===== config.mk =====
export PLATFORM = sky130hd
export DESIGN_NAME = smpe_merge
export DESIGN_NICKNAME = d
export VERILOG_FILES = /design/src/sv/smpe_pkg.sv /design/src/sv/smpe_merge.sv
export SDC_FILE = /design/constraint.sdc
export NUM_CORES = 1
export LEC_CHECK = 0
export ABC_AREA = 0
export BUFFER_PORTS_ARGS = -buffer_cell sky130_fd_sc_hd__buf_4
export CORE_ASPECT_RATIO = 2
export CORE_UTILIZATION = 40
export CTS_BUF_LIST = sky130_fd_sc_hd__clkbuf_8 sky130_fd_sc_hd__clkbuf_16
export DETAILED_ROUTE_END_ITERATION = 12
export PLACE_DENSITY_LB_ADDON = 0.2
export SLEW_MARGIN = 20
export SYNTH_ARGS = -nofsm -noshare
export SYNTH_HDL_FRONTEND = slang
export SYNTH_SLANG_ARGS = --single-unit

===== constraint.sdc =====
create_clock -name i_clk -period 3.56 [get_ports i_clk]
set_input_delay 0.178 -clock i_clk [delete_from_list [all_inputs] [get_ports i_clk]]
set_output_delay 0.178 -clock i_clk [all_outputs]
set_load 0.03 [all_outputs]

===== src/sv/smpe_pkg.sv =====
`default_nettype none
package smpe_pkg;

    // widths of the channel fields, fixed by the item format
    localparam int unsigned FIELD_W   = 32;
    localparam int unsigned MAX_LANES = 4;

    typedef logic signed [FIELD_W-1:0] t_field;

    // per-item control carried alongside the lane data through the pipe
    typedef struct packed {
        logic   new_pair;
        logic   above_valid;
        t_field above_value;
    } t_ctl;

endpackage
`default_nettype wire


===== src/sv/smpe_merge.sv =====
`default_nettype none
module smpe_merge import smpe_pkg::*; #(
    parameter int unsigned LANES      = 4,
    parameter int unsigned DATA_WIDTH = 32
) (
    input  wire logic                  i_clk,
    input  wire logic                  i_en,
    input  wire logic [DATA_WIDTH-1:0] i_prod [LANES],
    output logic [DATA_WIDTH-1:0]      o_dot
);

    logic [DATA_WIDTH-1:0] w_sum;
    logic [DATA_WIDTH-1:0] r_dot;

    // at most four narrow adds, wraps at the accumulator width
    always_comb begin
        w_sum = '0;
        for (int unsigned l = 0; l < LANES; l++) begin
            w_sum = w_sum + i_prod[l];
        end
    end

    always_ff @(posedge i_clk) begin
        if (i_en) begin
            r_dot <= w_sum;
        end
    end

    assign o_dot = r_dot;

endmodule
`default_nettype wire


==> impl_metrics.ini <==
[sta]
drv_slew = 0
setup_tns_ns = 0
relSlewSlack_pct = 52.5
tightestPinTransition_ns = 0.705
post-route-min-period_ns = 3.20
rsz0062_at_grt = no
hold_viol = 0
fmax_ghz = 0.313
fin_crit_sh_pct = 89.8
setup_violations = 0

[critical_path]
start_kind = primary input
worstSetupPathType = in -> reg
worstPathRequired_ns = 3.58
arrival_ns = 3.22
end_kind = flop
cp_max_fo = 7

[cells_and_area]
largest_register_ffs = 32
syn_to_final_growth_pct = 35.2
finalNetCount = 909
diodes = 0
stdcell_count = 827
num-fill-cells = 1016
drive_gt1_share_pct = 27.4

[cts]
clockBufferDepth = 2
cts_resized = 0
hold_buffers = 0
clock_sinks = 32
cts_buffers = 5
cts_root_buf = clkbuf_16
ctsHtreeMaxLevel = 2
clkSlewWorstSetupHoldPaths_ns = 0.05
cts_tree = yes
postCtsSetupBuffers = 0

[min_path]
worstHoldPathType = in -> reg

[floorplanning]
die_y_um = 153
die_x_um = 77.4
ios = 162
rows = 54
core_area_sq_mm = 0.0110
fp.dieArea_sq_mm = 0.0118
initial_utilization_pct = 41.3

[detailed_routing]
vias = 3979
via_per_inst = 4.81
ant_nets = 0
drtPass1Iterations = 4
drt_iter0_markers = 137
drc = 0
drt_wl_total_um = 10600
wire_per_inst_um = 12.8

[power]
p_total_mw = 3.75
pwr_density_cell_mw_per_mm2 = 610
power.leakage_nw = 3.25
ir_worst_vdd_mv = 0.361

[global_routing]
grt-ovfl-total = 0
grt_pass1_vias = 4178
grtUsageTotal_pct = 19.2
grt_pass1_wl_um = 18200
grt_max_degree = 33
antenna_found_initial = 0

[logic_synthesis]
synth_cell_types = 44
ys_top_cells_by_count = inv_1 (175), fa_1 (62), edfxtp_1 (32)
syn_inst = 513
synth_area_leaders = fa_1 (27%), edfxtp_1 (21%), inv_1 (14%)
synth_edf_count = 32
syn_area_per_cell_sq_um = 8.86
yosysSeqAreaShare_pct = 21.1
synthFlopType = edfxtp_1
synth_most_common_cell = inv_1
synth-seq-cells = 32
yosysTopAreaCell = fa_1
synth.yosys.warnings = 0
netlist.area_leader.share_pct = 27.3
netlist_area_sq_mm = 0.00455
syn-num-nets = 736
async_flop_share_pct = 0

[place]
io_buffers = 161
dp_hpwl_um = 9420
gp_congestion = 0.860
dp.cells = 819

[run_status]
outcome = finished, final reports clean

[job]
cap_violations = 0
kinds of logic after synthesis:
group | count (synthesis) | share of synthesized area (%)
DFF | 32 | 21.1
adders and majority gates | 93 | 35.8
xor gates and xnor gates | 34 | 6.55
and+or+nand+nor | 81 | 8.26
AOI/OAI and AO/OA | 92 | 13.0
buffers and inverters | 181 | 15.2
report_power, final:
part           leakage [nW]  switching (mW)  internal [mW]
clock                0.0798           0.160          0.328
sequential            0.313          0.0545          0.700
combinational          2.86            1.48           1.03
total                  3.25            1.70           2.05
placed cells by master (no fill, tap or decap), types with 4 or more instances in the layout:
cell / n
o21ai_0: 19
a31oi_1: 4
buf_4: 172
ha_1: 31
inv_1: 175
nor2_1: 19
edfxtp_1: 32
a21oi_1: 31
nand4_1: 4
nand3_1: 9
a211oi_1: 4
clkbuf_16: 5
xor2_1: 11
nor3_1: 10
xnor2_1: 23
nand2_1: 27
fa_1: 62
o211ai_1: 4
layout make-up:
class                           instances  area [sq um]  area share (%)
Clock buffer                            5           125            2.04
Clock inverter                          3          42.5           0.692
Inverter                              175           657            10.7
Multi-Input combinational cell        300          2890            47.1
Sequential cell                        32           961            15.6
Tap cell                              140           175            2.85
Timing Repair Buffer                  172          1290            21.0
through the flow:
step           util [%]  hold WS, ns  worst slack [ns]  area [sq um]
6_report           55.8        0.196             0.363          6140
4_1_cts            55.8        0.192             0.289          6140
3_3_place_gp       54.3        0.475            0.0371          5980
2_1_floorplan         -        0.290             0.341          4550
5_1_grt            55.8        0.219             0.157          6140
3_5_place_dp       54.3        0.476            0.0177          5980
per-layer routing:
| layer | vias to the layer above | track usage [%] | wire length (um) |
|---|---|---|---|
| met5 | - | 0 | 0 |
| met4 | 0 | 6.56 | 257 |
| met3 | 16 | 1.44 | 373 |
| met2 | 124 | 39.6 | 6300 |
| met1 | 1895 | 19.1 | 3670 |
| li1 | 1944 | - | - |
worst max-delay path, cell delays in order:
cell,delay (ns)
buf_4,0.08
inv_1,0.04
fa_1,0.50
fa_1,0.52
inv_1,0.04
ha_1,0.43
a21oi_1,0.13
o21ai_0,0.58
a211oi_2,0.10
nor2_1,0.30
a21boi_0,0.16
xnor2_1,0.16
final timing paths:
path | start | endpoint | slack [ns] | cells after the start
max | i_prod[12] | o_dot[23] | 0.36 | 12
min | i_prod[96] | o_dot[0] | 0.20 | 2
Note: power is estimated with default switching activity, not from simulation.
