## src/sv/smpe_pkg.sv

```systemverilog
`default_nettype none
package smpe_pkg;

    // widths of the channel fields, fixed by the item format
    localparam int unsigned FIELD_W   = 32;
    localparam int unsigned MAX_LANES = 4;

    typedef logic signed [FIELD_W-1:0] t_field;

    // per-item control carried alongside the lane data through the pipe
    typedef struct packed {
        logic   new_pair;
        logic   above_valid;
        t_field above_value;
    } t_ctl;

endpackage
`default_nettype wire

```

## src/sv/smpe_lane.sv

```systemverilog
`default_nettype none
module smpe_lane import smpe_pkg::*; #(
    parameter int unsigned DATA_WIDTH = 32
) (
    input  wire logic                  i_clk,
    input  wire logic                  i_en,
    input  wire t_field                i_act,
    input  wire t_field                i_wt,
    output logic [DATA_WIDTH-1:0]      o_prod
);

    logic signed [2*FIELD_W-1:0] w_full;
    logic        [DATA_WIDTH-1:0] r_prod;

    // full signed product, wrapped to the accumulator width
    assign w_full = i_act * i_wt;

    always_ff @(posedge i_clk) begin
        if (i_en) begin
            r_prod <= w_full[DATA_WIDTH-1:0];
        end
    end

    assign o_prod = r_prod;

endmodule
`default_nettype wire

```

## config.mk

```make
export PLATFORM = sky130hd
export DESIGN_NAME = smpe_lane
export DESIGN_NICKNAME = d
export VERILOG_FILES = /design/src/sv/smpe_pkg.sv /design/src/sv/smpe_lane.sv
export SDC_FILE = /design/constraint.sdc
export NUM_CORES = 1
export LEC_CHECK = 0
export BUFFER_PORTS_ARGS = -buffer_cell sky130_fd_sc_hd__buf_2
export CAP_MARGIN = 20
export CORE_ASPECT_RATIO = 1.75
export CORE_UTILIZATION = 40
export CTS_BUF_LIST = sky130_fd_sc_hd__clkbuf_8 sky130_fd_sc_hd__clkbuf_16
export DETAILED_ROUTE_END_ITERATION = 7
export PLACE_DENSITY = 0.62
export SYNTH_ARGS = -nofsm -noshare
export SYNTH_HDL_FRONTEND = slang
export SYNTH_SLANG_ARGS = --single-unit
```

## constraint.sdc

```tcl
create_clock -name i_clk -period 10.3 [get_ports i_clk]
set_input_delay 2.06 -clock i_clk [delete_from_list [all_inputs] [get_ports i_clk]]
set_output_delay 2.06 -clock i_clk [all_outputs]
set_load 0.05 [all_outputs]
```

==> metrics, run 1 <==
Post-Synth XOR/XNOR Area=0.0433; first-pass GRT wire length=77.1 mm; final slew viol count=0; critical path class=primary input to flop; drt pass-1 iters=7; number of buffers added on ports=97; Finish-stage setup viols=0; synthesized area per cell=9.38 µm²; hold path depth=1; Final Hold Fails=0; ys flop type=edfxtp_1; Req. time, crit path=10.34 ns; die footprint=44100 µm²; DRT antenna net count=0; filler cell count=4259; critical path's largest stage delay=0.55 ns; PostCTS Resize Cnt=0; status=complete, no violations; arrival time worst endpoint=8.61 ns; CP max stage cell=fa_1; Row Count=100; CTS sink cnt=32; area delta synth->final=6.10%; most used cell, CP=fa_1; CTS max path bufs=2; Fmax achieved=117 MHz; die height=277 µm; Routability Congestion=0.927; min-delay src=i_en; Max-slew headroom=0.502; number of I/O pins=98; Initial Util=0.407; DR vias=12100; setup TNS=0 ns; top post-synthesis cells by area=fa_1 (47%), and2_1 (12%), ha_1 (11%); postcts setup bufs=0; Setup crit start kind=primary input; adder and majority cell fraction of the synthesized area=0.581; wire length per cell=20.0 µm; GRT Total Usage=0.232; initial antenna violation count=1; EDFF count, synth=32; largest net degree at the start of global routing=33; Post-synth top cells=inv_1 (443), fa_1 (408), and2_1 (334); ys async rst share=0; Max Cap Viol=0; H-tree levels=2; hpwl dp=40.7 mm; Hold Buf Count CTS=0; via/cell ratio=4.99; CTS Root Cell=clkbuf_16; Cells after Synth=1844; vias in the first global route=14200; area share of the largest cell type after synthesis=0.472; hold worst-path end=o_prod[14]$_DFFE_PP_; Chip Width=159 µm; crit-path max FO=29; simple-gate area share of the yosys netlist=0.175; ratio of final minimum period to clock period=0.832; DR DRC count=0; DRT iter0 DRCs=479; Post-Syn Area=17300 µm²; most frequent cell after synthesis=inv_1; yosys warns=0; drt total wl=48.4 mm; post-route minimum period=8.57 ns; Num CTS Buffers=5; Unique masters post-synth=41; ratio of cells with drive above 1 in the final layout=0.0611; CTS clk-pin slew, worst paths=0.06 ns; HP Class=primary input to flop; mux cell area share after synthesis=0; crit path cell chain=buf_2 > and2_1 > fa_1 > fa_1 > inv_1 > fa_1 > fa_1 > inv_1 > fa_1 > inv_1 > fa_1 > inv_1 > fa_1 > fa_1 > ha_1 > a21o_1 > a21oi_1 > o21ai_0 > a2111oi_0 > o31ai_1 > xnor2_1; CTS tree=yes; post-synthesis compound-gate area fraction=0.0306; CP Capture Type=flop; synthesized net count=2468; n_diodes=0; grt ovf=0; Core Region=42500 µm²; largest family of logic cells by synthesized area=adder cells; Yosys reg bits=32; Synth area leader=fa_1; Worst Tran Pin Value=0.747 ns; number of flip-flops in the largest register=32; post-synthesis sequential area ratio=0.0556; nets=2489; RSZ-0062 raised after global routing=false
[cell usage in the layout, fill, tap and decap left out, types with 2 or more instances in the layout]
cell,count
o21a_1,2
a211o_1,3
and2_1,334
nor3_1,2
fa_1,408
xor2_1,14
ha_1,150
or3_1,2
nand3_1,2
a21oi_1,21
nand2b_1,5
nand2_1,203
nor2_1,11
o21ai_0,9
clkbuf_16,5
a31oi_1,2
a21o_1,11
and3_1,5
a211oi_1,2
a2111oi_4,2
edfxtp_1,32
xnor2_1,69
o21bai_1,5
o211ai_1,3
buf_4,2
buf_2,97
nor2b_1,3
inv_1,443
o31ai_1,2
[how the worst max path moves through the flow]
stage               startpoint                   end  slack [ns]  cells past startpoint
finish                 i_wt[3]  o_prod[31]$_DFFE_PP_        1.73                     21
floorplan              i_wt[3]  o_prod[31]$_DFFE_PP_        1.96                     22
detailed placement     i_wt[3]  o_prod[31]$_DFFE_PP_        1.41                     21
global placement       i_wt[3]  o_prod[31]$_DFFE_PP_        1.49                     21
global route           i_wt[3]  o_prod[31]$_DFFE_PP_        1.38                     21
CTS                    i_wt[3]  o_prod[31]$_DFFE_PP_        1.72                     21
[cell type report]
class	instances	area, µm²	share of cell area
multi-input cells	1284	14400	0.782
inverters	443	1660	0.0906
flip-flops and latches	32	961	0.0524
well taps	561	702	0.0382
repair buffers	99	500	0.0273
clock buffers	5	125	0.00682
clock inverters	3	46.3	0.00252
[cell families after synthesis]
logic type               after synthesis
adder cells (fa/ha/maj)              558
XOR/XNOR                              84
AND/OR/NAND/NOR                      570
AO/OA/AOI/OAI                         72
flip-flops                            32
buffers and inverters                528
[critical path: cells and delay by family]
kind,cells,cell delay [ns]
and+or+nand+nor,1,0.23
AOI/OAI and AO/OA,5,1.31
adders and majority gates,9,4.23
buffers and inverters,5,0.61
xor gates and xnor gates,1,0.15
[metal layers]
| metal | part of all wire | up-vias | GRT usage |
|---|---|---|---|
| li1 | - | 5356 | - |
| met1 | 0.34 | 6362 | 0.228 |
| met2 | 0.56 | 280 | 0.457 |
| met3 | 0.025 | 124 | 0.0141 |
| met4 | 0.074 | 0 | 0.157 |
| met5 | 0 | - | 0 |
[stage by stage]
stage	worst slack, ns	util	cell area [µm²]	hold WS, ns	std cells
after floorplan	1.96	-	17300	2.17	1844
after global placement	1.49	0.427	18200	2.60	2419
after detailed placement	1.41	0.427	18200	2.60	2419
after CTS	1.72	0.431	18400	2.40	2427
after global routing	1.38	0.431	18400	2.43	2427
final	1.73	0.431	18400	2.37	2427
Power of run 1 is not shown: default switching activity piles up to over one toggle a cycle in this logic, so the estimate is an artifact.
==> run 2: changes to the inputs <==
==> constraint.sdc (replaced) <==
create_clock -name i_clk -period 8.5 [get_ports i_clk]
set_input_delay 1.7 -clock i_clk [delete_from_list [all_inputs] [get_ports i_clk]]
set_output_delay 1.7 -clock i_clk [all_outputs]
set_load 0.05 [all_outputs]
==> run 2 against run 1 <==
  * Clock-buffer cell count unchanged
  * Utilization up 0.63 points
  * Via count up 1.4%
  * Worst setup slack worse by 1.5 ns
  * Hold slack worse by 0.35 ns
  * Sequential cell count unchanged
  * Global-route usage up 0.61 points
  * Final area up 1.5%
  * Critical endpoint unchanged
==> metrics, run 2 (synthesized netlist as in run 1, its figures left out) <==
die height=277 µm; Chip Width=159 µm; drt pass-1 iters=5; Worst Tran Pin Value=0.759 ns; commonest non-fill, non-tap cell in the layout=inv_1; postcts setup bufs=0; Max Cap Viol=0; CTS max path bufs=2; CTS tree=yes; first-pass GRT wire length=78.8 mm; Routability Congestion=0.899; DR vias=12300; Hold Buf Count CTS=0; area delta synth->final=7.65%; Crit. Startpoint=i_wt[2]; grt ovf=0; commonest non-fill, non-tap cells in the layout=inv_1 (443), fa_1 (408), and2_1 (334); Max-slew headroom=0.494; HP Class=primary input to flop; die footprint=44100 µm²; via/cell ratio=4.99; Final Core Density=0.438; Initial Util=0.407; ratio of cells with drive above 1 in the final layout=0.0774; Core Region=42500 µm²; GRT Total Usage=0.238; Final Hold Fails=0; min-delay src=i_en; Setup crit start kind=primary input; initial antenna violation count=4; status=complete, no violations; ratio of final minimum period to clock period=0.971; number of flip-flops in the largest register=32; hpwl dp=42.8 mm; multi-input logic area=14400 µm²; DRT iter0 DRCs=443; wire length per cell=20.0 µm; worst slack at placement=-0.0661 ns; Finish-stage setup viols=0; Num CTS Buffers=5; drt total wl=49.3 mm; final slew viol count=0; critical path class=primary input to flop; DRT antenna net count=0; Row Count=100; setup TNS=0 ns; number of I/O pins=98; arrival time worst endpoint=8.28 ns; CP Capture Type=flop; crit-path max FO=23; CTS sink cnt=32; final setup margin=0.247 ns; Reg area=961 µm²; post-route minimum period=8.25 ns; Fmax achieved=121 MHz; DR DRC count=0; Req. time, crit path=8.53 ns; nets=2522; Hold WS=2.02 ns; H-tree levels=2; PostCTS Resize Cnt=0; CTS clk-pin slew, worst paths=0.06 ns; filler cell count=4234; RSZ-0062 raised after global routing=false; number of buffers added on ports=97; vias in the first global route=14400; CTS Root Cell=clkbuf_16; largest net degree at the start of global routing=33
-- run 2: critical path: stages --
cell     delay, ns
buf_2         0.24
buf_4         0.23
and2_1        0.15
fa_1          0.54
inv_1         0.05
fa_1          0.52
fa_1          0.51
fa_1          0.62
inv_1         0.07
fa_1          0.50
inv_1         0.06
fa_1          0.56
fa_1          0.43
fa_1          0.53
inv_1         0.06
ha_1          0.29
a21o_1        0.18
a21o_1        0.16
a21oi_1       0.19
inv_1         0.09
a21oi_1       0.29
o31ai_1       0.14
xnor2_1       0.15
-- run 2: final timing paths --
check / endpoint / slack (ns) / depth (start not counted)
hold / removal: o_prod[14]$_DFFE_PP_ / 2.02 / 1
setup / recovery: o_prod[31]$_DFFE_PP_ / 0.25 / 23
-- run 2: final cells by class --
cell class,instances,area share
antenna,3,0.000403
clock buffer,5,0.00672
clock inverter,3,0.00249
inverter,443,0.0893
multi-input combinational,1284,0.771
sequential,32,0.0516
tap,561,0.0377
timing repair buffer,132,0.0409
-- run 2: stage by stage --
stage,cell area (µm²),instances
floorplan,17300,1844
global placement,18400,2452
detailed placement,18400,2452
CTS,18600,2460
global route,18600,2461
finish,18600,2463
-- run 2: routing by layer --
layer | wire length [µm] | vias to the layer above | global-route usage
met3 | 1250 | 128 | 0.0154
li1 | - | 5429 | -
met5 | 0 | - | 0
met1 | 16300 | 6462 | 0.232
met4 | 3250 | 0 | 0.144
met2 | 28400 | 276 | 0.479
Power of run 2 is left out for the same reason.
