**src/sv/smpe_pkg.sv**
```systemverilog
`default_nettype none
package smpe_pkg;

    // widths of the channel fields, fixed by the item format
    localparam int unsigned FIELD_W   = 32;
    localparam int unsigned MAX_LANES = 4;

    typedef logic signed [FIELD_W-1:0] t_field;

    // per-item control carried alongside the lane data through the pipe
    typedef struct packed {
        logic   new_pair;
        logic   above_valid;
        t_field above_value;
    } t_ctl;

endpackage
`default_nettype wire

```
**src/sv/smpe_ifs.sv**
```systemverilog
`default_nettype none


interface smpe_out_if import smpe_pkg::*; ();
    logic   valid;
    logic   ready;
    t_field out_value;
    logic   from_above;

    modport source (output valid, out_value, from_above, input ready);
    modport sink (input valid, out_value, from_above, output ready);
endinterface

`default_nettype wire

```
**src/sv/smpe_acc.sv**
```systemverilog
`default_nettype none
module smpe_acc import smpe_pkg::*; #(
    parameter int unsigned SUM_DEPTH  = 8,
    parameter int unsigned DATA_WIDTH = 32
) (
    input  wire logic                  i_clk,
    input  wire logic                  i_rst_n,
    input  wire logic                  i_fire,
    input  wire logic                  i_emit,
    input  wire logic [DATA_WIDTH-1:0] i_dot,
    input  wire t_ctl                  i_ctl,
    output logic                       o_free,
    smpe_out_if.source                 o_out
);

    localparam int unsigned EXT_W = (DATA_WIDTH > FIELD_W) ? DATA_WIDTH : FIELD_W;

    logic [DATA_WIDTH-1:0] r_sum [SUM_DEPTH];
    logic [DATA_WIDTH-1:0] w_oldest;
    logic [DATA_WIDTH-1:0] w_next;
    logic [EXT_W-1:0]      w_oldest_ext;
    logic                  r_out_valid;
    t_field                r_out_value;
    logic                  r_from_above;

    assign w_oldest     = r_sum[SUM_DEPTH-1];
    assign w_oldest_ext = EXT_W'(w_oldest);
    assign w_next       = i_dot + (i_ctl.new_pair ? '0 : w_oldest);

    // running sums, newest at entry 0
    always_ff @(posedge i_clk) begin
        if (!i_rst_n) begin
            for (int unsigned d = 0; d < SUM_DEPTH; d++) begin
                r_sum[d] <= '0;
            end
        end else if (i_fire) begin
            for (int unsigned d = 1; d < SUM_DEPTH; d++) begin
                r_sum[d] <= r_sum[d-1];
            end
            r_sum[0] <= w_next;
        end
    end

    // output register
    assign o_free = !r_out_valid || o_out.ready;

    always_ff @(posedge i_clk) begin
        if (!i_rst_n) begin
            r_out_valid <= 1'b0;
        end else if (i_fire && i_emit) begin
            r_out_valid <= 1'b1;
        end else if (o_out.ready) begin
            r_out_valid <= 1'b0;
        end
    end

    always_ff @(posedge i_clk) begin
        if (i_fire && i_emit) begin
            r_out_value  <= i_ctl.new_pair ? t_field'(w_oldest_ext[FIELD_W-1:0])
                                           : i_ctl.above_value;
            r_from_above <= !i_ctl.new_pair;
        end
    end

    assign o_out.valid      = r_out_valid;
    assign o_out.out_value  = r_out_value;
    assign o_out.from_above = r_from_above;

endmodule
`default_nettype wire

```
**src/flat_wrapper.sv**
```systemverilog
// flat-port wrapper written by rule: the top's interface ports become plain ports
module smpe_acc_flat import smpe_pkg::*;
#(
    parameter int unsigned SUM_DEPTH  = 8,
    parameter int unsigned DATA_WIDTH = 32
)
  (i_clk, i_rst_n, i_fire, i_emit, i_dot, i_ctl, o_free, o_out_valid, o_out_out_value, o_out_from_above, o_out_ready);
  smpe_out_if o_out_i ();
  input  wire logic i_clk;
  input  wire logic i_rst_n;
  input  wire logic i_fire;
  input  wire logic i_emit;
  input  wire logic [DATA_WIDTH-1:0] i_dot;
  input  wire t_ctl i_ctl;
  output logic o_free;
  output wire logic [$bits(o_out_i.valid)-1:0] o_out_valid;
  output wire logic [$bits(o_out_i.out_value)-1:0] o_out_out_value;
  output wire logic [$bits(o_out_i.from_above)-1:0] o_out_from_above;
  input wire logic [$bits(o_out_i.ready)-1:0] o_out_ready;
  assign o_out_valid = o_out_i.valid;
  assign o_out_out_value = o_out_i.out_value;
  assign o_out_from_above = o_out_i.from_above;
  assign o_out_i.ready = o_out_ready;
  smpe_acc #(.SUM_DEPTH(SUM_DEPTH), .DATA_WIDTH(DATA_WIDTH)) u_core (.i_clk(i_clk), .i_rst_n(i_rst_n), .i_fire(i_fire), .i_emit(i_emit), .i_dot(i_dot), .i_ctl(i_ctl), .o_free(o_free), .o_out(o_out_i));
endmodule
```
**config.mk**
```make
export PLATFORM = sky130hd
export DESIGN_NAME = smpe_acc_flat
export DESIGN_NICKNAME = d
export VERILOG_FILES = /design/src/sv/smpe_pkg.sv /design/src/sv/smpe_ifs.sv /design/src/sv/smpe_acc.sv /design/src/flat_wrapper.sv
export SDC_FILE = /design/constraint.sdc
export NUM_CORES = 1
export LEC_CHECK = 0
export BUFFER_PORTS_ARGS = -buffer_cell sky130_fd_sc_hd__clkbuf_2
export CAP_MARGIN = 20
export CELL_PAD_IN_SITES_DETAIL_PLACEMENT = 0
export CELL_PAD_IN_SITES_GLOBAL_PLACEMENT = 1
export CORE_UTILIZATION = 46
export CTS_BUF_LIST = sky130_fd_sc_hd__clkbuf_8
export DETAILED_ROUTE_END_ITERATION = 12
export PLACE_DENSITY = 0.9
export SYNTH_ARGS = -nofsm -noshare
export SYNTH_HDL_FRONTEND = slang
export SYNTH_SLANG_ARGS = --single-unit
```
**constraint.sdc**
```tcl
create_clock -name i_clk -period 5.75 [get_ports i_clk]
set_clock_uncertainty 0.2 [all_clocks]
set_input_delay 0 -clock i_clk [delete_from_list [all_inputs] [get_ports i_clk]]
set_output_delay 0 -clock i_clk [all_outputs]
set_load 0.02 [all_outputs]
```
==> metrics.csv <==
stage,metric,value,unit
logic_synthesis,synth.avg_cell_area,12.8,um2
floorplan,rows,60,
logic_synthesis,synth-seq-area-share,0.627,
sta,tightest_slew,1.02,ns
worst_setup_path,path_class,reg -> reg,
power_and_ir_drop,p_clk_frac,0.357,
worst_setup_path,crit_path_max_fanout,4,
global_routing,antenna_found_initial,3,
sta,rsz0062_at_grt,false,
power_and_ir_drop,powerDensity,282,mW/mm2
power_and_ir_drop,power.internal,3.30,mW
flow_run,maxCapViolations,0,
logic_synthesis,async_reset_ff_frac,0,
finish,layout_commonest_cell,edfxtp_1,
routing,dr.pass1.iters,5,
sta,setup_slack,1.90,ns
worst_setup_path,cp.required,5.84,ns
sta,min_period_over_period,0.669,
routing,wirelength,26.5,mm
floorplan,start_util,0.473,
floorplan,die_x,169,um
sta,finalMaxSlewViolations,0,
placed_design,dp_slack,1.98,ns
worst_setup_path,arrival,3.93,ns
global_routing,track_usage,0.187,
placed_design,place_area,0.0137,mm2
routing,drt_iter0_markers,535,
sta,setup_viol,0,
sta,whs,0.0181,ns
clock_network,cts_resized,0,
logic_synthesis,synth_edf_count,225,
clock_network,worstSkewPairLatency,0.56,ns
power_and_ir_drop,p_comb_frac,0.080,
logic_synthesis,syn_nets,1107,
sta,fmax,260,MHz
clock_network,cts_sinks,290,
global_routing,grt_first_pass_wirelength,41.8,mm
sta,hold_viol_final,0,
routing,final_antenna_net_count,0,
global_routing,grt_pass1_vias,7914,
finish,nets,1265,
worst_setup_path,critPathCaptureType,flop,
floorplan,die_h,169,um
logic_synthesis,synth_area_leaders,"edfxtp_1 (53%), dfxtp_1 (10%), and3_1 (8.0%), mux2i_1 (5.3%), nor2b_1 (4.7%)",
power_and_ir_drop,switching_share,0.231,
run_status,status,"complete, no violations",
sta,slew-limit-headroom,0.321,
logic_synthesis,synth_top_area_cell,edfxtp_1,
logic_synthesis,syn_inst,1004,
clock_network,root_buffer,clkbuf_8,
worst_setup_path,cp-start-kind,flop,
finish,layout.cells.non_filler,1570,
global_routing,grt_overflow_total,0,
power_and_ir_drop,seqPwrFrac,0.562,
global_routing,grt_max_degree,158,
clock_network,htreeDepth,2,
power_and_ir_drop,power.total,4.29,mW
logic_synthesis,netlist_area,0.0129,mm2
routing,routedWlPerCell,16.9,um
logic_synthesis,synth_top_area_frac,0.525,
hold_path,hp-class,in -> reg,
placed_design,gp_congestion,0.858,
sta,timing.setup.tns,0,ns
clock_network,cts-buffers-inserted,44,
placed_design,place_hpwl,16.6,mm
logic_synthesis,ys_ff_latch,290,
clock_network,cts_buffer_depth,3,
clock_network,cts_tree,done,
power_and_ir_drop,switchingPower,0.988,mW
clock_network,path_clk_slew,0.06,ns
finish,design_area,0.0152,mm2
floorplan,io_pins,106,
finish,final_cell_mix,"edfxtp_1 (225), and3_1 (164), clkbuf_2 (102), nor2b_1 (96), dlygate4sd3_1 (72)",
sta,post-route-min-period,3.85,ns
finish,area_delta_synth_final,18.1,%
routing,drc,0,
routing,drt-vias-per-instance,5.17,
floorplan,die-area,0.0286,mm2
power_and_ir_drop,irDropWorstVdd,0.194,mV
logic_synthesis,synth_flop_cell,edfxtp_1,
routing,vias,8122,
floorplan,core,0.0272,mm2
logic_synthesis,yosys_warnings,0,
power_and_ir_drop,leakage,6.72,nW
placed_design,post-place-cells,1416,
logic_synthesis,ys_types,52,
finish,drive_above_1_share,0.170,
placed_design,io_buffers,104,
finish,utilization,0.559,
worst max-delay path, cell delays in order (launching register included):
cell	delay, ns
dfxtp_1	0.40
nor2b_1	0.18
ha_1	0.29
fa_1	0.41
a21o_1	0.21
a221o_1	0.40
a21oi_1	0.39
o211a_1	0.28
o221ai_1	0.14
mux2i_1	0.14
dlygate4sd3_1	0.55
path summary, 6_finish.rpt:
kind	slack (ns)	start	end	cells past startpoint
min reg2reg	0.30	u_core.r_sum[5][8]	u_core.r_sum[6][8]	2
max reg2reg	1.90	u_core.r_sum[7][0]	u_core.r_sum[0][28]	10
min	0.02	i_dot[26]	u_core.r_sum[0][26]	4
max	1.90	u_core.r_sum[7][0]	u_core.r_sum[0][28]	10
logic make-up (layout without fill, tap and decap cells):
kind of cell | after synthesis | count (layout) | synth area share
xor gates and xnor gates | 20 | 20 | 0.0136
muxes | 100 | 100 | 0.0810
and+or+nand+nor | 381 | 381 | 0.172
adders and majority gates | 32 | 32 | 0.0317
DFF | 290 | 290 | 0.627
other | 0 | 1 | 0
AOI/OAI and AO/OA | 100 | 100 | 0.0509
buffers and inverters | 81 | 274 | 0.0245
state kept, by name (all words and copies together) (netlist names):
name,flops
u_core.r_sum,256
u_core.o_out.out_value,32
u_core.o_out.from_above,1
u_core.o_out.valid,1
repair_timing:
| action | in CTS | in global routing |
|---|---|---|
| setup endpoints to repair | 0 | 0 |
| hold endpoints to repair | 209 | 0 |
| hold buffers | 72 | 0 |
| setup buffers | 0 | 0 |
power groups by stage:
| stage | combinational [mW] | sequential, mW | clock (mW) |
|---|---|---|---|
| after floorplan | 0.202 | 2.46 | 0 |
| after global placement | 0.300 | 2.45 | 0 |
| after detailed placement | 0.304 | 2.45 | 0 |
| after CTS | 0.344 | 2.41 | 1.58 |
| after global routing | 0.378 | 2.42 | 1.67 |
| final | 0.343 | 2.41 | 1.53 |
cells in the mapped netlist (all sizes together), types with 5 or more instances:
master and number:
edfxtp 225, and3 164, nor2b 96, mux2i 68, dfxtp 65, clkbuf 64, a21oi 39, nand2 39
mux2 32, nor2 32, ha 31, o21ai 19, nand4 14, xnor2 14, inv 9, a21o 8
and2 8, buf 8, nand2b 6, nor3 6, xor2 6, a221oi 5, nand3 5
cell type report:
type / instances / area (um2)
fill: 2222 / 12000
sequential: 290 / 8060
multi-input combinational: 633 / 4490
timing repair buffer: 184 / 1320
clock buffer: 48 / 661
tap: 372 / 465
clock inverter: 33 / 144
inverter: 9 / 33.8
antenna: 1 / 2.50
metal layers:
metal / track usage / vias to the layer above / share of wire
met2: 0.283 / 210 / 0.44
met5: 0 / - / 0
met4: 0.0760 / 0 / 0.029
li1: - / 4022 / -
met1: 0.266 / 3837 / 0.47
met3: 0.0366 / 53 / 0.060
(Power assumes the default switching activity.)
